$ cat src/rtl/lsfe_ram.sv
// Generic single-port-write, registered-read RAM.
`default_nettype none
module lsfe_ram #(
  parameter int WIDTH = 8,
  parameter int DEPTH = 16
) (
  input  wire logic                     clk,
  input  wire logic                     we,
  input  wire logic                     re,
  input  wire logic [$clog2(DEPTH)-1:0] addr,
  input  wire logic [WIDTH-1:0]         wdata,
  output logic      [WIDTH-1:0]         rdata
);

  logic [WIDTH-1:0] mem [DEPTH];

  // Write and registered read
  always_ff @(posedge clk) begin
    if (we) begin
      mem[addr] <= wdata;
    end
    if (re) begin
      rdata <= mem[addr];
    end
  end

endmodule
`default_nettype wire

$ cat config.mk
export PLATFORM = sky130hd
export DESIGN_NAME = lsfe_ram
export DESIGN_NICKNAME = d
export VERILOG_FILES = /design/src/rtl/lsfe_ram.sv
export SDC_FILE = /design/constraint.sdc
export NUM_CORES = 1
export LEC_CHECK = 0
export BUFFER_PORTS_ARGS = -buffer_cell sky130_fd_sc_hd__clkbuf_2
export CAP_MARGIN = 20
export CORE_MARGIN = 1.5
export CORE_UTILIZATION = 45
export DETAILED_ROUTE_END_ITERATION = 10
export PLACE_DENSITY = 0.68
export SYNTH_ARGS = -nofsm -noshare
export SYNTH_HDL_FRONTEND = slang
export SYNTH_SLANG_ARGS = --single-unit
export TNS_END_PERCENT = 50
$ cat constraint.sdc
create_clock -name clk -period 1.5 [get_ports clk]
set_input_delay 0.15 -clock clk [delete_from_list [all_inputs] [get_ports clk]]
set_output_delay 0.15 -clock clk [all_outputs]
set_load 0.1 [all_outputs]
==> impl_metrics.env, run 1 <==
export IMPL_max_cap_violations=0
export IMPL_gp_congestion=0.734
export IMPL_die_x_um=110
export IMPL_core_mm2=0.0110
export IMPL_syn_nets=245
export IMPL_drc=0
export IMPL_vdd_drop_max_mv=0.842
export IMPL_hp_class="in -> reg"
export IMPL_grt_max_degree=31
export IMPL_synth_xor_area_frac=0
export IMPL_die_h_um=110
export IMPL_ctsHoldBuffers=0
export IMPL_hold_viol=0
export IMPL_yosys_area_share_simple=0.0316
export IMPL_final_common_cell="edfxtp_1"
export IMPL_p_int_uw=6900
export IMPL_insertion_delay_ns=0.41
export IMPL_antenna_found_initial=0
export IMPL_area_growth_synth_to_final_pct=20.8
export IMPL_via_per_inst=5.47
export IMPL_path_clk_slew_ns=0.06
export IMPL_arrival_ns=1.59
export IMPL_status="complete, no violations"
export IMPL_period_share=0.958
export IMPL_powerDensity_mw_per_mm2=1410
export IMPL_critical_path_class="reg -> reg"
export IMPL_drive_gt1_frac=0.389
export IMPL_layout_setup_ws_ns=0.0624
export IMPL_finalSetupViolCount=0
export IMPL_ctsHtreeMaxLevel=4
export IMPL_cp_max_fo=1
export IMPL_cp_startpoint="mem[3][5]"
export IMPL_num_antenna_cells=0
export IMPL_end_kind="register"
export IMPL_ys_types=17
export IMPL_clockPowerShare=0.447
export IMPL_overflow=0
export IMPL_hold_path_depth=1
export IMPL_vias=2412
export IMPL_pwr_share_comb=0.062
export IMPL_final_cells=441
export IMPL_row_count=38
export IMPL_num_io_pins=23
export IMPL_relSlewSlack=0.476
export IMPL_synth_top_family_by_area="multiplexers"
export IMPL_power_switching_uw=1890
export IMPL_avgSynthCellArea_um2=22.4
export IMPL_utilization=0.566
export IMPL_tightest_slew_ns=0.784
export IMPL_synthMuxAreaShare=0.140
export IMPL_firstDrtPassIters=4
export IMPL_grt_pass1_vias=2526
export IMPL_p_seq_frac=0.490
export IMPL_synth_seq_cells=136
export IMPL_finalCriticalPeriod_ns=1.44
export IMPL_yosysWarnings=0
export IMPL_final_cell_mix="edfxtp_1 (136), mux4_2 (32), buf_4 (25)"
export IMPL_portBuffers=22
export IMPL_min_from="re"
export IMPL_tritoncts="yes"
export IMPL_r2r_start="mem[3][5]"
export IMPL_p_leak_uw=0.00206
export IMPL_layout_nets=303
export IMPL_post_cts_buffers=0
export IMPL_first_iter_violations=148
export IMPL_placed_cell_area_mm2=0.00563
export IMPL_skew_ns=0.00732
export IMPL_synth_cell_area_mm2=0.00515
export IMPL_rsz0062_at_grt="no"
export IMPL_final_antenna_net_count=0
export IMPL_grt_total_usage=0.172
export IMPL_cts_buffers=17
export IMPL_cp_start_kind="register"
export IMPL_max_freq_mhz=696
export IMPL_drt_total_wl_mm=9.24
export IMPL_cts_resized=0
export IMPL_cp_data_required_time_ns=1.65
export IMPL_final_cell_area_mm2=0.00622
export IMPL_grt_pass1_wl_mm=14.3
export IMPL_start_util=0.469
export IMPL_dp_hpwl_mm=6.02
export IMPL_wl_per_cell_um=21.0
export IMPL_synth_compound_area_frac=0.0233
export IMPL_cts_buffer_depth=2
export IMPL_fp_dieArea_mm2=0.0121
export IMPL_cts_root_buffer="clkbuf_16"
export IMPL_seq_area_frac_synth=0.793
export IMPL_fin_hold_ws_ns=0.141
export IMPL_switching_share=0.215
export IMPL_worstRegToRegCells=3
export IMPL_clkSinkCount=136
export IMPL_preCtsSetupSlack_ns=-0.238
export IMPL_synthCells=230
export IMPL_slew_viol_final=0
export IMPL_yosys_area_share_adder=0
export IMPL_numPlacedInstances=409
==> area by class of cell <==
type | instances | area [µm²]
Clock buffer | 19 | 433
Clock inverter | 13 | 131
Fill cell | 804 | 4760
Timing Repair Buffer | 50 | 358
Multi-Input combinational cell | 83 | 1040
Tap cell | 140 | 175
Sequential cell | 136 | 4080
==> cell usage after synthesis (all sizes together) <==
cell	count	area [µm²]
a22oi	16	120
and2	1	6.26
buf	8	47.5
clkbuf	3	12.5
edfxtp	136	4080
mux4	32	721
nand2	9	33.8
nand2b	2	12.5
nand3	1	5.00
nand3b	2	15.0
nor2	13	48.8
nor2b	2	12.5
nor3	4	20.0
or3b	1	8.76
==> power groups by stage <==
stage	sequential [µW]	clock [µW]	combinational (µW)
2_1_floorplan	4510	0	220
3_3_place_gp	4380	0	530
3_5_place_dp	4390	0	542
4_1_cts	4310	3970	544
5_1_grt	4310	4170	589
6_report	4310	3930	549
==> worst paths after layout <==
path | to | slack (ns)
hold reg to reg | rdata[0] | 0.77
setup / recovery | rdata[5] | 0.06
hold / removal | rdata[0] | 0.14
setup reg to reg | rdata[5] | 0.06
==> metal layers <==
metal | wire length [µm] | share of wire | GRT usage
met3 | 297 | 0.032 | 0.0421
met1 | 4120 | 0.45 | 0.225
met4 | 127 | 0.014 | 0.0714
met5 | 0 | 0 | 0
met2 | 4700 | 0.51 | 0.277
==> state kept, by name, summed over array words and instances, names as in the netlist <==
register / count
mem: 128
rdata: 8
==> logic make-up after synthesis <==
logic type             Yosys count
buffers and inverters           11
AND/OR/NAND/NOR                 35
AO/OA/AOI/OAI                   16
multiplexers                    32
flip-flops                     136
==> metrics by stage <==
stage | total power (µW) | TNS (ns)
6_report | 8780 | 0
5_1_grt | 9070 | 0
4_1_cts | 8830 | 0
3_5_place_dp | 4930 | -4.20
3_3_place_gp | 4910 | -1.82
2_1_floorplan | 4730 | -7.05
==> critical path: stages (launching register included) <==
cell      delay (ns)
edfxtp_1        0.36
mux4_2          0.48
a22oi_2         0.25
nand2_1         0.09
No activity file was read; power rests on OpenSTA's default activity.
==> run 2, diff against run 1 <==
Settings changed: CORE_ASPECT_RATIO set to 0.8.
==> run 2 against run 1 <==
Net effect:
- utilization grew 0.56 points
- clock skew shrank 0.0014 ns
- non-clock buffer count grew 2
- routed wire length grew 11%
- die area is essentially flat
- count of clock-buffer cells in the layout shrank 2
- design area grew 1.3%
- sequential power is essentially flat
- via count grew 3.6%
- total power grew 5.8%
- critical path depth is the same
- worst setup slack gained 0.0038 ns
- critical endpoint is now rdata[6]
- largest power group is now clock
==> impl_metrics.env, run 2 (synthesized netlist as in run 1, its figures left out) <==
export IMPL_status="complete, no violations"
export IMPL_insertion_delay_ns=0.42
export IMPL_dp_hpwl_mm=6.52
export IMPL_period_share=0.956
export IMPL_tightest_slew_ns=0.790
export IMPL_drc=0
export IMPL_die_x_um=123
export IMPL_fillers=802
export IMPL_antenna_found_initial=0
export IMPL_final_antenna_net_count=0
export IMPL_ctsHoldBuffers=0
export IMPL_largest_register_ffs=128
export IMPL_area_growth_synth_to_final_pct=22.4
export IMPL_max_cap_violations=0
export IMPL_wl_per_cell_um=22.9
export IMPL_core_mm2=0.0110
export IMPL_path_clk_slew_ns=0.06
export IMPL_cts_root_buffer="clkbuf_16"
export IMPL_crit_family="multiplexers"
export IMPL_start_util=0.467
export IMPL_overflow=0
export IMPL_cts_buffer_depth=2
export IMPL_max_freq_mhz=697
export IMPL_use_met3=0.0642
export IMPL_fin_hold_ws_ns=0.151
export IMPL_layout_nets=305
export IMPL_num_antenna_cells=0
export IMPL_slowest_stage="mux4_2"
export IMPL_slew_viol_final=0
export IMPL_largest_registers="mem: 128 flops, rdata: 8 flops"
export IMPL_p_int_uw=7390
export IMPL_path_cells="mux4_2 -> a22oi_1 -> nand2_1"
export IMPL_grtUsageMet2=0.273
export IMPL_vias=2498
export IMPL_die_h_um=98.7
export IMPL_powerDensity_mw_per_mm2=1470
export IMPL_ctsHtreeMaxLevel=4
export IMPL_p_seq_frac=0.464
export IMPL_critical_path_max_stage_delay_ns=0.48
export IMPL_grt_pass1_vias=2651
export IMPL_drive_gt1_frac=0.389
export IMPL_busiest_layer="met2"
export IMPL_cts_buffers=17
export IMPL_pwr_share_comb=0.060
export IMPL_cp_data_required_time_ns=1.65
export IMPL_critical_path_class="reg -> reg"
export IMPL_hold_viol=0
export IMPL_via_per_inst=5.59
export IMPL_firstDrtPassIters=4
export IMPL_utilization=0.572
export IMPL_row_count=34
export IMPL_p_leak_uw=0.00211
export IMPL_arrival_ns=1.58
export IMPL_power_switching_uw=1900
export IMPL_grt_max_degree=27
export IMPL_end_kind="register"
export IMPL_rsz0062_at_grt="no"
export IMPL_crit_buf_inv=0
export IMPL_skew_ns=0.00595
export IMPL_tritoncts="yes"
export IMPL_final_cell_mix="edfxtp_1 (136), mux4_2 (32), buf_4 (26)"
export IMPL_relSlewSlack=0.472
export IMPL_grt_total_usage=0.191
export IMPL_finalSetupViolCount=0
export IMPL_cp_max_fo=1
export IMPL_vdd_drop_max_mv=1.32
export IMPL_drt_total_wl_mm=10.2
export IMPL_num_io_pins=23
export IMPL_regMostFlops="mem"
export IMPL_fp_dieArea_mm2=0.0121
export IMPL_grt_pass1_wl_mm=15.7
export IMPL_switching_share=0.205
export IMPL_cp_start_kind="register"
export IMPL_finalCriticalPeriod_ns=1.43
export IMPL_final_common_cell="edfxtp_1"
export IMPL_clockPowerShare=0.477
export IMPL_clkSinkCount=136
export IMPL_gp_congestion=0.767
export IMPL_portBuffers=22
export IMPL_first_iter_violations=268
export IMPL_grt_use_met1=0.272
export IMPL_hp_class="in -> reg"
-- run 2: cell count changes in the layout (fill, tap and decap cells not counted) --
cell	change
a22oi_1	+4
a22oi_2	-4
buf_12	+1
buf_4	+1
bufinv_16	+3
clkbuf_1	-2
clkinv_1	-1
clkinv_2	+3
clkinv_4	-2
clkinvlp_4	-1
-- run 2: power by group through the flow --
stage	Clock [µW]	Combinational [µW]	Sequential, µW
finish	4430	554	4310
global route	4640	590	4320
CTS	4480	559	4310
detailed placement	0	556	4390
global placement	0	545	4380
floorplan	0	220	4510
-- run 2: repair_timing --
| item | in CTS | in global routing |
|---|---|---|
| endpoints found under the setup margin | 0 | 2 |
| resized for setup | 0 | 2 |
| setup buffers | 0 | 0 |
-- run 2: metal layers --
layer	wire, µm	vias to the layer above
met1	4440	1314
met2	4900	85
met3	792	9
met4	98	0
li1	-	1090
met5	0	-
-- run 2: cell type report --
| type | count | area, µm² | area share |
|---|---|---|---|
| clock buffer | 17 | 425 | 0.0675 |
| timing repair buffer | 52 | 385 | 0.0612 |
| tap | 144 | 180 | 0.0286 |
| multi-input combinational | 83 | 1020 | 0.162 |
| sequential | 136 | 4080 | 0.648 |
| clock inverter | 15 | 208 | 0.0330 |
-- run 2: worst reg2reg max path: stages (launching register included) --
cell and delay [ns]:
edfxtp_1 0.36, mux4_2 0.48, a22oi_1 0.22, nand2_1 0.10
-- run 2: final timing paths --
kind / slack [ns] / from / end / depth (start not counted)
max: 0.07 / mem[11][6] / rdata[6] / 3
min: 0.15 / re / rdata[5] / 1
max reg2reg: 0.07 / mem[11][6] / rdata[6] / 3
min reg2reg: 0.76 / mem[15][0] / rdata[0] / 3
-- run 2: metrics by stage --
stage / total power, µW / setup TNS [ns] / cell area, µm² / cells / setup WS, ns
4_1_cts: 9350 / 0 / 6290 / 447 / 0.0124
2_1_floorplan: 4730 / -7.05 / 5150 / 230 / -0.0881
3_3_place_gp: 4930 / -1.04 / 5660 / 415 / -0.200
5_1_grt: 9550 / 0 / 6300 / 447 / 0.00976
6_report: 9290 / 0 / 6300 / 447 / 0.0662
3_5_place_dp: 4940 / -1.35 / 5660 / 415 / -0.245
