`src/rtl/lsfe_pkg.sv`:
```
// Shared types and constants of the LED strip frame encoder.
`default_nettype none
package lsfe_pkg;

  // Field widths of the channels
  localparam int OPCODE_W   = 2;
  localparam int LINE_W     = 3;
  localparam int POS_W      = 11;
  localparam int BYTE_W     = 8;
  localparam int TICK_W     = 8;
  localparam int CFG_IDX_W  = 3;
  localparam int CFG_DATA_W = 12;
  localparam int MODE_W     = 3;
  localparam int PIXCNT_W   = 12;

  // Read pointers keep 11 bits per line
  localparam int PTR_W = 11;
  // Byte index of a set-pixel write: position*3 + 2 fits in 13 bits
  localparam int IDX_W = 13;
  // Monochrome target: position + 2
  localparam int TGT_W = 12;
  localparam int BITS_PER_BYTE = 8;

  // Luma = (2126 r + 7152 g + 722 b) / 10000
  localparam int unsigned LUMA_R_COEF = 2126;
  localparam int unsigned LUMA_G_COEF = 7152;
  localparam int unsigned LUMA_B_COEF = 722;
  localparam int LUMA_SUM_W  = 22;
  // ceil(2^36 / 10000); exact for every sum below 2^22
  localparam int LUMA_RECIP_W = 23;
  localparam logic [LUMA_RECIP_W-1:0] LUMA_RECIP = 23'd6871948;
  localparam int LUMA_SHIFT  = 36;
  localparam int LUMA_PROD_W = LUMA_SUM_W + LUMA_RECIP_W;

  // position / 12 as (position * 2731) >> 15, exact below 2^11
  localparam int MOD_DIV     = 12;
  localparam int MOD_RECIP_W = 12;
  localparam logic [MOD_RECIP_W-1:0] MOD_RECIP = 12'd2731;
  localparam int MOD_SHIFT   = 15;
  localparam int MOD_PROD_W  = POS_W + MOD_RECIP_W;
  localparam int MOD_Q_W     = 8;
  localparam int MOD_R_W     = 4;

  // Opcodes
  typedef enum logic [OPCODE_W-1:0] {
    OP_SET_PIXEL = 2'd0,
    OP_SET_BYTE  = 2'd1,
    OP_EMIT      = 2'd2,
    OP_NONE      = 2'd3
  } op_t;

  // Color modes
  localparam logic [MODE_W-1:0] MODE_RGB  = 3'd0;
  localparam logic [MODE_W-1:0] MODE_RBG  = 3'd1;
  localparam logic [MODE_W-1:0] MODE_GRB  = 3'd2;
  localparam logic [MODE_W-1:0] MODE_GBR  = 3'd3;
  localparam logic [MODE_W-1:0] MODE_BRG  = 3'd4;
  localparam logic [MODE_W-1:0] MODE_BGR  = 3'd5;
  localparam logic [MODE_W-1:0] MODE_MONO = 3'd6;
  localparam logic [MODE_W-1:0] MODE_OFF  = 3'd7;

  // Configuration register indexes
  localparam logic [CFG_IDX_W-1:0] REG_COLOR_MODE  = 3'd0;
  localparam logic [CFG_IDX_W-1:0] REG_PIXEL_COUNT = 3'd1;
  localparam logic [CFG_IDX_W-1:0] REG_ONE_HIGH    = 3'd2;
  localparam logic [CFG_IDX_W-1:0] REG_ONE_LOW     = 3'd3;
  localparam logic [CFG_IDX_W-1:0] REG_ZERO_HIGH   = 3'd4;
  localparam logic [CFG_IDX_W-1:0] REG_ZERO_LOW    = 3'd5;

  // Register reset values
  localparam logic [MODE_W-1:0] RST_COLOR_MODE = MODE_GRB;
  localparam logic [TICK_W-1:0] RST_ONE_HIGH   = 8'd60;
  localparam logic [TICK_W-1:0] RST_ONE_LOW    = 8'd40;
  localparam logic [TICK_W-1:0] RST_ZERO_HIGH  = 8'd30;
  localparam logic [TICK_W-1:0] RST_ZERO_LOW   = 8'd70;

  // Latched input item
  typedef struct packed {
    op_t               opcode;
    logic [LINE_W-1:0] line;
    logic [POS_W-1:0]  position;
    logic [BYTE_W-1:0] red;
    logic [BYTE_W-1:0] green;
    logic [BYTE_W-1:0] blue;
    logic [BYTE_W-1:0] byte_value;
  } item_t;

  // Frame store access requested by the controller
  typedef enum logic [2:0] {
    RAM_NONE,
    RAM_CLEAR,
    RAM_PIX0,
    RAM_PIX1,
    RAM_PIX2,
    RAM_MONO,
    RAM_RAW,
    RAM_READ
  } ram_op_t;

  // Controller to datapath
  typedef struct packed {
    logic    take_item;
    ram_op_t ram_op;
    logic    luma_ld;
    logic    mono_ld;
    logic    byte_ld;
    logic    out_bit_ld;
    logic    out_end_ld;
    logic    bit_last;
  } dp_cmd_t;

  // Datapath to controller
  typedef struct packed {
    logic line_ok;
    op_t  opcode;
    logic mono_mode;
    logic mode_off;
    logic len_zero;
    logic slot_free;
    logic clear_done;
  } dp_status_t;

endpackage
`default_nettype wire

```
`src/rtl/lsfe_ctrl.sv`:
```
// Controller: sequences store clearing, writes, byte reads and pulse output.
`default_nettype none
module lsfe_ctrl (
  input  wire logic                 clk,
  input  wire logic                 rst_n,
  input  wire logic                 in_valid,
  output logic                      in_ready,
  input  wire lsfe_pkg::dp_status_t status,
  output lsfe_pkg::dp_cmd_t         cmd
);

  typedef enum logic [3:0] {
    S_CLEAR,
    S_IDLE,
    S_DISPATCH,
    S_PIX1,
    S_PIX2,
    S_MOD,
    S_MONO,
    S_RDWAIT,
    S_EMIT,
    S_END
  } state_t;

  state_t     state_r, state_nxt;
  logic [2:0] bit_cnt_r, bit_cnt_nxt;
  logic       bit_last;

  assign in_ready = (state_r == S_IDLE);
  assign bit_last = (bit_cnt_r == 3'(lsfe_pkg::BITS_PER_BYTE - 1));

  // Next state and commands
  always_comb begin
    state_nxt     = state_r;
    bit_cnt_nxt   = bit_cnt_r;
    cmd           = '0;
    cmd.ram_op    = lsfe_pkg::RAM_NONE;
    cmd.bit_last  = bit_last;
    case (state_r)
      S_CLEAR: begin
        cmd.ram_op = lsfe_pkg::RAM_CLEAR;
        if (status.clear_done) begin
          state_nxt = S_IDLE;
        end
      end
      S_IDLE: begin
        if (in_valid) begin
          cmd.take_item = 1'b1;
          state_nxt     = S_DISPATCH;
        end
      end
      S_DISPATCH: begin
        state_nxt = S_IDLE;
        if (status.line_ok) begin
          case (status.opcode)
            lsfe_pkg::OP_SET_PIXEL: begin
              if (status.mono_mode) begin
                cmd.luma_ld = 1'b1;
                state_nxt   = S_MOD;
              end else if (!status.mode_off) begin
                cmd.ram_op = lsfe_pkg::RAM_PIX0;
                state_nxt  = S_PIX1;
              end
            end
            lsfe_pkg::OP_SET_BYTE: begin
              cmd.ram_op = lsfe_pkg::RAM_RAW;
            end
            lsfe_pkg::OP_EMIT: begin
              if (status.len_zero) begin
                state_nxt = S_END;
              end else begin
                cmd.ram_op = lsfe_pkg::RAM_READ;
                state_nxt  = S_RDWAIT;
              end
            end
            default: begin
              state_nxt = S_IDLE;
            end
          endcase
        end
      end
      S_PIX1: begin
        cmd.ram_op = lsfe_pkg::RAM_PIX1;
        state_nxt  = S_PIX2;
      end
      S_PIX2: begin
        cmd.ram_op = lsfe_pkg::RAM_PIX2;
        state_nxt  = S_IDLE;
      end
      S_MOD: begin
        cmd.mono_ld = 1'b1;
        state_nxt   = S_MONO;
      end
      S_MONO: begin
        cmd.ram_op = lsfe_pkg::RAM_MONO;
        state_nxt  = S_IDLE;
      end
      S_RDWAIT: begin
        cmd.byte_ld = 1'b1;
        bit_cnt_nxt = '0;
        state_nxt   = S_EMIT;
      end
      S_EMIT: begin
        if (status.slot_free) begin
          cmd.out_bit_ld = 1'b1;
          bit_cnt_nxt    = bit_cnt_r + 3'd1;
          if (bit_last) begin
            state_nxt = S_IDLE;
          end
        end
      end
      S_END: begin
        if (status.slot_free) begin
          cmd.out_end_ld = 1'b1;
          state_nxt      = S_IDLE;
        end
      end
      default: begin
        state_nxt = S_IDLE;
      end
    endcase
  end

  // State register
  always_ff @(posedge clk) begin
    if (!rst_n) begin
      state_r   <= S_CLEAR;
      bit_cnt_r <= '0;
    end else begin
      state_r   <= state_nxt;
      bit_cnt_r <= bit_cnt_nxt;
    end
  end

endmodule
`default_nettype wire

```
`config.mk`:
```
export PLATFORM = sky130hd
export DESIGN_NAME = lsfe_ctrl
export DESIGN_NICKNAME = d
export VERILOG_FILES = /design/src/rtl/lsfe_pkg.sv /design/src/rtl/lsfe_ctrl.sv
export SDC_FILE = /design/constraint.sdc
export NUM_CORES = 1
export LEC_CHECK = 0
export BUFFER_PORTS_ARGS = -buffer_cell sky130_fd_sc_hd__buf_2
export CORE_UTILIZATION = 42
export CTS_CLUSTER_SIZE = 14
export DETAILED_ROUTE_END_ITERATION = 6
export PLACE_DENSITY = 0.8
export SKIP_CTS_REPAIR_TIMING = 1
export SYNTH_ARGS = -nofsm -noshare
export SYNTH_HDL_FRONTEND = slang
export SYNTH_SLANG_ARGS = --single-unit
```
`constraint.sdc`:
```
create_clock -name clk -period 1.3 [get_ports clk]
set_input_delay 0 -clock clk [delete_from_list [all_inputs] [get_ports clk]]
set_output_delay 0 -clock clk [all_outputs]
set_load 0.01 [all_outputs]
```
==> results of run 1 <==
-- routing by layer --
| layer | up-vias | global-route usage [%] | routed length, um |
|---|---|---|---|
| li1 | 329 | - | - |
| met1 | 324 | 24.7 | 626 |
| met2 | 21 | 33.2 | 762 |
| met3 | 0 | 3.41 | 51 |
| met4 | 0 | 5.17 | 0 |
| met5 | - | 0 | 0 |
-- sequential cells by signal, indices dropped and copies added (netlist names) --
signal and flops:
bit_cnt_r 3, state_r 4
-- area by class of cell --
type	instances	area [um^2]
clock buffer	4	26.3
fill	110	504
inverter	3	11.3
multi-input combinational	59	417
sequential	7	145
tap	15	18.8
timing repair buffer	30	179
-- worst max-delay path, delay by kind of cell, from the launching register on --
| kind | cells | cell delay (ns) |
|---|---|---|
| and+or+nand+nor | 2 | 0.55 |
| DFF | 1 | 0.36 |
| buffers and inverters | 2 | 0.29 |
-- final timing paths --
check,slack [ns],cells past startpoint,end,startpoint
worst max-delay path,-0.15,4,cmd[5],state_r[0]
worst min-delay path,0.07,4,state_r[0],in_valid
worst max register to register,-0.06,4,state_r[1],state_r[0]
worst min register to register,0.48,2,bit_cnt_r[1],bit_cnt_r[1]
-- power groups by stage --
| stage | Combinational [W] | Sequential (W) | Clock [W] |
|---|---|---|---|
| finish | 0.000122 | 0.000226 | 0.000196 |
| detailed placement | 0.000110 | 0.000231 | 0 |
| global placement | 0.000110 | 0.000230 | 0 |
| CTS | 0.000111 | 0.000227 | 0.000199 |
| floorplan | 0.0000669 | 0.000225 | 0 |
| global route | 0.000134 | 0.000227 | 0.000217 |
-- placed cells by master, fill, tap and decap left out, types with 2 or more instances in the layout --
master / count
nor2b_1: 6
o31ai_1: 2
nor3_1: 4
a21oi_1: 3
nor2_1: 3
nand2_1: 3
nand2b_1: 4
nand3_1: 5
ha_1: 2
a31oi_1: 2
o21ai_0: 2
inv_1: 3
mux2i_1: 3
clkbuf_4: 3
buf_2: 20
o211ai_1: 3
o21ai_1: 3
buf_4: 9
dfxtp_1: 5
-- per-stage QoR --
stage                     setup slack [ns]  total power (W)  utilization, %  instance area [um^2]  hold WS (ns)
after floorplan                     0.0885         0.000292               -                   592         0.155
after global placement              0.0691         0.000340            55.1                   717         0.332
after detailed placement            0.0268         0.000342            55.1                   717         0.332
after CTS                           -0.151         0.000538            57.1                   743        0.0760
after global routing                -0.192         0.000577            61.3                   797        0.0984
final                               -0.147         0.000544            61.3                   797        0.0736
-- cell families (layout without fill, tap and decap cells) --
family                   after synthesis  in the layout  synth area share, %
AO/OA/AOI/OAI                         17             17                 19.0
buffers and inverters                 10             37                 9.30
multiplexers                           3              3                 5.07
XOR/XNOR                               1              1                 1.48
adder cells (fa/ha/maj)                2              2                 4.23
flip-flops                             7              7                 23.7
AND/OR/NAND/NOR                       36             36                 37.2
==> summary.txt, run 1 <==
====================================================================================
Clock root buffer .....................................................     clkbuf_4
Top cell types by occurrence after synthesis .......................... 7 x dfxtp_1, 7 x nor2b_1, 6 x nand3_1
Endpoint class of the critical path ...................................   output pin
Hold violation total from the final report ............................            0
Setup WS post-layout ..................................................    -0.147 ns
PwrDens ...............................................................  682 nW/um^2
Vias per Instance .....................................................         5.71
CTS buffer count ......................................................            3
Number of placed I/O pins .............................................           22
Chip Height ...........................................................      39.5 um
Initial DRT Pass Iterations ...........................................            4
Type of element launching the critical path ...........................         flop
Setup-violating endpoint count in the final report ....................            6
Largest area contributor in the netlist ...............................      dfxtp_1
Combinational Power Share .............................................        22.5%
Number of antenna violations at the first check in global routing .....            0
Crit path kind ........................................................   reg -> out
Final #Nets ...........................................................          117
Signal arrival time at the worst endpoint .............................      1.45 ns
Total core area .......................................................    1300 um^2
HP Class ..............................................................    in -> reg
Fmax achieved .........................................................    0.691 GHz
Cell-by-cell trace of the critical path ............................... nor4b_4, buf_4, and3_4, buf_6
Number of vias after detailed routing .................................          674
Violated checks ....................................................... setup timing
Depth of the CTS H-tree ...............................................            1
Synthesis-stage register bit count ....................................            7
Clock slew at reported path FFs .......................................      0.05 ns
Delay of the slowest critical-path stage ..............................      0.38 ns
Die X .................................................................      39.5 um
Floorplan die area ....................................................    1560 um^2
Post-synthesis net count ..............................................           89
Worst-skew pair later-pin latency .....................................      0.25 ns
Share of flip-flops with an asynchronous set or reset after synthesis .           0%
Fraction of post-synthesis cell area in the top cell type by area .....        23.7%
Net Sw Power ..........................................................   0.000149 W
Critical Path Slowest Stage Cell ......................................      nor4b_4
DRC ...................................................................            0
Setup total negative slack ............................................    -0.437 ns
Minimum period implied by the final worst setup slack .................      1.45 ns
Top fanout value on the critical path .................................            6
Port buffer count .....................................................           21
Post-route antenna net violation count ................................            0
EDFF count, synth .....................................................            0
Effective utilization at floorplan ....................................        45.5%
Post-Route WL .........................................................      1.44 mm
Routed wire per std cell ..............................................      12.2 um
Sequential share of power .............................................        41.5%
Top flip-flop cell by instance count after synthesis ..................      dfxtp_1
Final worst-path cycle share ..........................................         111%
Mapped cell area ......................................................     592 um^2
Wire length of the first global-routing pass ..........................      2.08 mm
Via count of the first global-routing pass ............................          507
WP data required ......................................................      1.30 ns
Final cell count without fillers ......................................          118
Remaining Overflow, GRT ...............................................            0
Buffer depth of the longest clock path ................................            2
Worst slew margin relative to its limit ...............................        75.3%
Layout Area Growth over Synthesis .....................................        34.7%
Max Transition Viols Final ............................................            0
CTS tree ..............................................................         done
Iteration-0 DRC Markers ...............................................           13
RSZ-0062 raised after global routing ..................................          yes
Standard-cell row count ...............................................           13
Internal power contribution ...........................................   0.000395 W
Share of final-layout standard cells stronger than drive strength 1 ...        40.8%
Switching Share .......................................................        27.4%
Worst ir drop on vdd ..................................................   0.000323 V
Warnings, synthesis ...................................................            0
Run status ............................................................ complete, but fails checks
Cells after DPL .......................................................          111
Clock power share .....................................................        36.0%
Leakage power figure ..................................................     0.378 nW
Largest clock skew in the final design ................................   0.00322 ns
Instance count of the mapped netlist ..................................           76
Largest net degree at the start of global routing .....................           12
All-Layer GR Usage ....................................................        19.5%
N_diodes ..............................................................            0
Maximum capacitance violations ........................................            0
Portion of the post-synthesis area used by sequential elements ........        23.7%
Top post-synthesis cells by area ...................................... dfxtp_1 24%, nor2b_1 7.4%, mux2i_1 5.1%, nand3_1 5.1%, ha_1 4.2%
Sink count of the clock tree ..........................................            7
Routability Congestion ................................................        0.799
Estimated wirelength of the detail-placed design ......................      1.10 mm
Transition time at the pin with the least slew margin .................     0.370 ns
Number of different library cells in the post-synthesis netlist .......           30
Avg Cell Area, Syn ....................................................    7.79 um^2
====================================================================================
(Power assumes the default switching activity.)
==> inputs of run 2 (changes only) <==
==> constraint.sdc (replaced) <==
create_clock -name clk -period 1.3 [get_ports clk]
set_input_delay 0 -clock clk [delete_from_list [all_inputs] [get_ports clk]]
set_output_delay 0 -clock clk [all_outputs]
set_load 0.05 [all_outputs]
==> run 2 against run 1 <==
The flow still finishes with violations (setup timing). Non-clock buffer count grew 3. First-iteration DRC count shrank 7.7%. Fmax grew 0.68%. Critical path type unchanged. Critical path depth grew 1. Clock skew shrank 0.0011 ns. Die area is the same. Worst setup slack gained 0.0098 ns. Via count shrank 1.9%. Combinational power grew 33%. Highest routed layer unchanged. Hold slack lost 0.034 ns. Core utilization grew 6.3 points.
==> summary.txt, run 2 (same netlist as run 1, synthesis figures left out) <==
=====================================================================================
Fmax achieved ..........................................................    0.696 GHz   was 0.691 GHz
Endpoint class of the critical path ....................................   output pin   unchanged
Chip Height ............................................................      39.5 um   unchanged
Routed wire per std cell ...............................................      13.3 um   was 12.2 um
FF-to-FF path depth ....................................................            6   was 4
Share of final-layout standard cells stronger than drive strength 1 ....        46.2%   was 40.8%
Final core area utilization ............................................        67.5%   was 61.3%
Clock slew at reported path FFs ........................................      0.06 ns   was 0.05 ns
Remaining Overflow, GRT ................................................            0   unchanged
Number of antenna violations at the first check in global routing ......            0   unchanged
Depth of the CTS H-tree ................................................            1   unchanged
HP Class ...............................................................    in -> reg   unchanged
Routability Congestion .................................................        0.793   was 0.799
Footprint of the flip-flops and latches ................................     146 um^2   was 145 um^2
Final worst-path cycle share ...........................................         111%   about the same
Leakage power figure ...................................................     0.405 nW   was 0.378 nW
Most used cells in the layout excluding fill and tap cells ............. 13 x buf_4, 11 x buf_2, 7 x buf_6   was 20 x buf_2, 9 x buf_4, 6 x nor2b_1
Max Transition Viols Final .............................................            0   unchanged
Post-Route WL ..........................................................      1.61 mm   was 1.44 mm
Post-route antenna net violation count .................................            0   unchanged
Hold-critical path endpoint ............................................   state_r[3]   was state_r[0]
DRC ....................................................................            0   unchanged
Minimum period implied by the final worst setup slack ..................      1.44 ns   was 1.45 ns
Crit path kind .........................................................   reg -> out   unchanged
Sink count of the clock tree ...........................................            7   unchanged
All-Layer GR Usage .....................................................        19.5%   unchanged
Final #Nets ............................................................          120   was 117
Worst-skew pair later-pin latency ......................................      0.25 ns   about the same
Delay of the slowest critical-path stage ...............................      0.40 ns   was 0.38 ns
Hold violation total from the final report .............................            0   unchanged
Number of placed I/O pins ..............................................           22   unchanged
Final hold slack .......................................................    0.0401 ns   was 0.0736 ns
Total core area ........................................................    1300 um^2   unchanged
Top fanout value on the critical path ..................................            7   was 6
PwrDens ................................................................  677 nW/um^2   was 682 nW/um^2
Layout Area Growth over Synthesis ......................................        48.4%   was 34.7%
Cell-by-cell trace of the critical path ................................ buf_4, xor2_1, a21oi_1, o21ai_1, buf_6   was nor4b_4, buf_4, and3_4, buf_6
Transition time at the pin with the least slew margin ..................     0.368 ns   was 0.370 ns
Violated checks ........................................................ setup timing   unchanged
Worst R2R Start ........................................................   state_r[3]   was state_r[0]
Largest clock skew in the final design .................................   0.00217 ns   was 0.00322 ns
Worst ir drop on vdd ...................................................   0.000465 V   was 0.000323 V
Buffer depth of the longest clock path .................................            2   unchanged
Type of element launching the critical path ............................         flop   unchanged
Signal arrival time at the worst endpoint ..............................      1.44 ns   was 1.45 ns
Number of cells on the worst hold path .................................            3   was 4
N_diodes ...............................................................            0   unchanged
Critical path's top delay family .......................................   flip-flops   was simple AND/OR/NAND/NOR gates
Estimated wirelength of the detail-placed design .......................      1.08 mm   was 1.10 mm
Most flop-heavy register ...............................................      state_r   unchanged
Area taken by multi-input logic gates ..................................     429 um^2   was 417 um^2
Reg2reg end ............................................................ bit_cnt_r[2]   was state_r[1]
WP data required .......................................................      1.30 ns   about the same
Initial DRT Pass Iterations ............................................            2   was 4
Port buffer count ......................................................           21   unchanged
Total power ............................................................   0.000594 W   was 0.000544 W
Effective utilization at floorplan .....................................        45.5%   unchanged
Max FFs per register ...................................................            4   unchanged
Maximum capacitance violations .........................................            0   unchanged
Iteration-0 DRC Markers ................................................           12   was 13
Vias per Instance ......................................................         5.46   was 5.71
Floorplan die area .....................................................    1560 um^2   unchanged
Setup-violating endpoint count in the final report .....................            7   was 6
Registers with the most flip-flops ..................................... state_r (4), bit_cnt_r (3)   unchanged
Standard-cell row count ................................................           13   unchanged
Run status ............................................................. complete, but fails checks   unchanged
Die X ..................................................................      39.5 um   unchanged
Wire length of the first global-routing pass ...........................      2.07 mm   was 2.08 mm
Clock root buffer ......................................................     clkbuf_4   unchanged
Worst slew margin relative to its limit ................................        75.4%   was 75.3%
Critical Path Slowest Stage Cell .......................................      dfxtp_2   was nor4b_4
Setup total negative slack .............................................    -0.551 ns   was -0.437 ns
RSZ-0062 raised after global routing ...................................          yes   unchanged
CTS buffer count .......................................................            3   unchanged
R2R setup slack ........................................................      0.01 ns   was -0.06 ns
Worst slack, placed ....................................................   -0.0135 ns   was 0.0268 ns
Most frequent standard cell in the layout excluding fill and tap cells .        buf_4   was buf_2
Number of vias after detailed routing ..................................          661   was 674
Largest net degree at the start of global routing ......................           13   was 12
Buffers plus inverters on the worst setup path .........................            2   unchanged
CTS tree ...............................................................         done   unchanged
Number of fillers in the final layout ..................................          105   was 110
Min-delay src ..........................................................    status[2]   was in_valid
Setup WS post-layout ...................................................    -0.137 ns   was -0.147 ns
Via count of the first global-routing pass .............................          525   was 507
=====================================================================================
==> run 2: cell types whose count changed in the layout (fill, tap and decap cells not counted), sizes merged <==
cell	change
buf	+1
clkbuf	+2
==> run 2: how the worst max path moves through the flow <==
| stage | slack [ns] | from | cells after the start | endpoint |
|---|---|---|---|---|
| global route | -0.22 | state_r[2] | 5 | cmd[7] |
| detailed placement | -0.01 | bit_cnt_r[0] | 5 | state_r[3] |
| global placement | 0.02 | bit_cnt_r[0] | 5 | state_r[3] |
| CTS | -0.28 | state_r[0] | 4 | cmd[4] |
| finish | -0.14 | state_r[2] | 5 | cmd[6] |
| floorplan | -0.18 | state_r[2] | 4 | cmd[6] |
==> run 2: worst reg2reg max path: cells and delay by family, from the launching register on <==
kind	cells	cell delay, ns
AND/OR/NAND/NOR	2	0.32
buffers and inverters	3	0.46
multiplexers	1	0.07
flip-flops	1	0.34
==> run 2: cell type report <==
| class | count | share of cell area [%] |
|---|---|---|
| inverters | 3 | 1.28 |
| well taps | 15 | 2.14 |
| multi-input cells | 59 | 48.9 |
| clock buffers | 4 | 2.99 |
| flip-flops and latches | 7 | 16.7 |
| repair buffers | 33 | 28.1 |
==> run 2: report_power, final <==
group | leakage, nW | total, W | internal [W] | switching [W]
sequential | 0.0583 | 0.000229 | 0.000219 | 0.00000995
combinational | 0.331 | 0.000162 | 0.0000672 | 0.0000952
clock | 0.0150 | 0.000203 | 0.000118 | 0.0000857
==> run 2: metrics by stage <==
stage,std cells,cell area (um^2)
2_1_floorplan,76,602
3_3_place_gp,113,742
3_5_place_dp,113,742
4_1_cts,117,768
5_1_grt,121,878
6_report,121,878
==> run 2: routing by layer <==
| metal | up-vias | share of wire, % | track usage, % | routed length [um] |
|---|---|---|---|---|
| met5 | - | 0 | 0 | 0 |
| met4 | 0 | 0 | 7.76 | 0 |
| met3 | 0 | 2.7 | 3.41 | 43 |
| met2 | 15 | 54 | 32.8 | 874 |
| met1 | 314 | 43 | 24.0 | 691 |
| li1 | 332 | - | - | - |
==> inputs of run 3 (changes only) <==
--- a/config.mk
+++ b/config.mk
@@ -10,6 +10,7 @@
 export CTS_CLUSTER_SIZE = 14
 export DETAILED_ROUTE_END_ITERATION = 6
 export PLACE_DENSITY = 0.8
+export SETUP_SLACK_MARGIN = 0.05
 export SKIP_CTS_REPAIR_TIMING = 1
 export SYNTH_ARGS = -nofsm -noshare
 export SYNTH_HDL_FRONTEND = slang
==> run 3 against run 2 <==
The run still ends with setup timing left. Via count grew 3.9%. Sequential share of layout area shrank 0.49 points. Hold slack gained 0.0068 ns. Sequential power is essentially flat. Routed wire length grew 16%. Register-to-register slack lost 0.07 ns. Critical path type unchanged. Fmax shrank 4.1%. Clock skew grew 0.0067 ns. Final cell count grew 2.5%. Critical endpoint is now cmd[5].
==> summary.txt, run 3 (same netlist as run 1, synthesis figures left out) <==
=====================================================================================
Leakage power figure ...................................................     0.433 nW   was 0.405 nW
Number of placed I/O pins ..............................................           22   unchanged
PwrDens ................................................................  655 nW/um^2   was 677 nW/um^2
Crit path kind .........................................................   reg -> out   unchanged
Share of final-layout standard cells stronger than drive strength 1 ....        51.4%   was 46.2%
Depth of the CTS H-tree ................................................            1   unchanged
Sink count of the clock tree ...........................................            7   unchanged
Switching Share ........................................................        33.1%   was 32.1%
Number of fillers in the final layout ..................................           98   was 105
Endpoint class of the critical path ....................................   output pin   unchanged
Final worst-path cycle share ...........................................         115%   was 111%
Port buffer count ......................................................           21   unchanged
Effective utilization at floorplan .....................................        45.5%   unchanged
CTS tree ...............................................................         done   unchanged
Net Sw Power ...........................................................   0.000201 W   was 0.000191 W
Number of vias after detailed routing ..................................          687   was 661
R2R setup slack ........................................................     -0.06 ns   was 0.01 ns
Finished layout cell area ..............................................     928 um^2   was 878 um^2
N_diodes ...............................................................            0   unchanged
Routed wire per std cell ...............................................      15.1 um   was 13.3 um
Final #Nets ............................................................          123   was 120
Vias per Instance ......................................................         5.54   was 5.46
Routability Congestion .................................................        0.858   was 0.793
Total power ............................................................   0.000608 W   was 0.000594 W
Transition time at the pin with the least slew margin ..................     0.386 ns   was 0.368 ns
DRC ....................................................................            0   unchanged
Setup total negative slack .............................................    -0.953 ns   was -0.551 ns
Chip Height ............................................................      39.5 um   unchanged
Clock power share ......................................................        34.1%   was 34.2%
Number of antenna violations at the first check in global routing ......            0   unchanged
Estimated wirelength of the detail-placed design .......................      1.18 mm   was 1.08 mm
Max FFs per register ...................................................            4   unchanged
Final hold slack .......................................................    0.0469 ns   was 0.0401 ns
Most used cells in the layout excluding fill and tap cells ............. 15 x buf_4, 11 x buf_2, 6 x nor2b_1, 6 x buf_6, 5 x clkbuf_4   was 13 x buf_4, 11 x buf_2, 7 x buf_6
Type of element launching the critical path ............................         flop   unchanged
Worst-skew pair later-pin latency ......................................      0.25 ns   about the same
Initial DRT Pass Iterations ............................................            4   was 2
Most flop-heavy register ...............................................      state_r   unchanged
Worst ir drop on vdd ...................................................   0.000447 V   was 0.000465 V
Combinational Power Share ..............................................        28.6%   was 27.3%
Via count of the first global-routing pass .............................          545   was 525
Remaining Overflow, GRT ................................................            0   unchanged
Placed Instance Area ...................................................     761 um^2   was 742 um^2
Setup-violating endpoint count in the final report .....................           11   was 7
All-Layer GR Usage .....................................................        22.7%   was 19.5%
Maximum capacitance violations .........................................            0   unchanged
Run status ............................................................. complete, but fails checks   unchanged
Total core area ........................................................    1300 um^2   unchanged
Die X ..................................................................      39.5 um   unchanged
WP data required .......................................................      1.30 ns   about the same
Buffer depth of the longest clock path .................................            2   unchanged
Most frequent standard cell in the layout excluding fill and tap cells .        buf_4   unchanged
Signal arrival time at the worst endpoint ..............................      1.50 ns   was 1.44 ns
Worst slew margin relative to its limit ................................        74.2%   was 75.4%
Largest net degree at the start of global routing ......................           13   unchanged
Post-Route WL ..........................................................      1.87 mm   was 1.61 mm
Clock slew at reported path FFs ........................................      0.06 ns   about the same
Post-route antenna net violation count .................................            0   unchanged
Registers with the most flip-flops ..................................... state_r (4), bit_cnt_r (3)   unchanged
Layout Area Growth over Synthesis ......................................        56.9%   was 48.4%
Iteration-0 DRC Markers ................................................           27   was 12
Standard-cell row count ................................................           13   unchanged
Sequential share of power ..............................................        37.3%   was 38.5%
Top fanout value on the critical path ..................................            6   was 7
Clock root buffer ......................................................     clkbuf_4   unchanged
Violated checks ........................................................ setup timing   unchanged
Setup WS post-layout ...................................................    -0.199 ns   was -0.137 ns
Wire length of the first global-routing pass ...........................      2.33 mm   was 2.07 mm
Hold violation total from the final report .............................            0   unchanged
RSZ-0062 raised after global routing ...................................          yes   unchanged
HP Class ...............................................................    in -> reg   unchanged
Floorplan die area .....................................................    1560 um^2   unchanged
Minimum period implied by the final worst setup slack ..................      1.50 ns   was 1.44 ns
Max Transition Viols Final .............................................            0   unchanged
CTS buffer count .......................................................            3   unchanged
Fmax achieved ..........................................................    0.667 GHz   was 0.696 GHz
Largest clock skew in the final design .................................   0.00883 ns   was 0.00217 ns
Internal power contribution ............................................   0.000407 W   was 0.000404 W
=====================================================================================
[run 3: cell types whose count changed in the layout (fill, tap and decap cells not counted), sizes merged]
cell,previous run,this run
buf,31,34
[run 3: final timing paths]
| kind | cells after the start | endpoint | from |
|---|---|---|---|
| max | 4 | cmd[5] | state_r[0] |
| min | 3 | state_r[3] | status[2] |
| max reg2reg | 4 | state_r[1] | state_r[0] |
| min reg2reg | 2 | bit_cnt_r[1] | bit_cnt_r[1] |
[run 3: metal layers]
metal / vias up / GRT usage, % / routed length (um)
met1: 315 / 27.6 / 721
met3: 4 / 3.41 / 83
met5: - / 0 / 0
met2: 28 / 37.3 / 1020
li1: 340 / - / -
met4: 0 / 12.9 / 50
[run 3: power groups by stage]
stage	Combinational, W	Sequential (W)	Clock [W]
3_3_place_gp	0.000148	0.000231	0
3_5_place_dp	0.000151	0.000231	0
4_1_cts	0.000153	0.000226	0.000211
2_1_floorplan	0.000101	0.000225	0
6_report	0.000174	0.000226	0.000207
5_1_grt	0.000186	0.000227	0.000221
[run 3: critical path: stages, from the launching register on]
cell and delay, ns:
dfxtp_4 0.37, nor4b_4 0.35, buf_4 0.19, and3_4 0.18, buf_8 0.14
[run 3: through the flow]
stage / setup WS [ns] / util, % / cells
2_1_floorplan: -0.0272 / - / 76
3_3_place_gp: 0.0210 / 58.5 / 114
5_1_grt: -0.250 / 71.3 / 124
4_1_cts: -0.330 / 60.5 / 118
3_5_place_dp: -0.0147 / 58.5 / 114
6_report: -0.199 / 71.3 / 124
[run 3: layout make-up]
type	count	area [um^2]	share of cell area, %
multi-input cells	59	442	47.6
inverters	3	11.3	1.21
repair buffers	36	280	30.2
clock buffers	4	26.3	2.83
well taps	15	18.8	2.02
flip-flops and latches	7	150	16.2
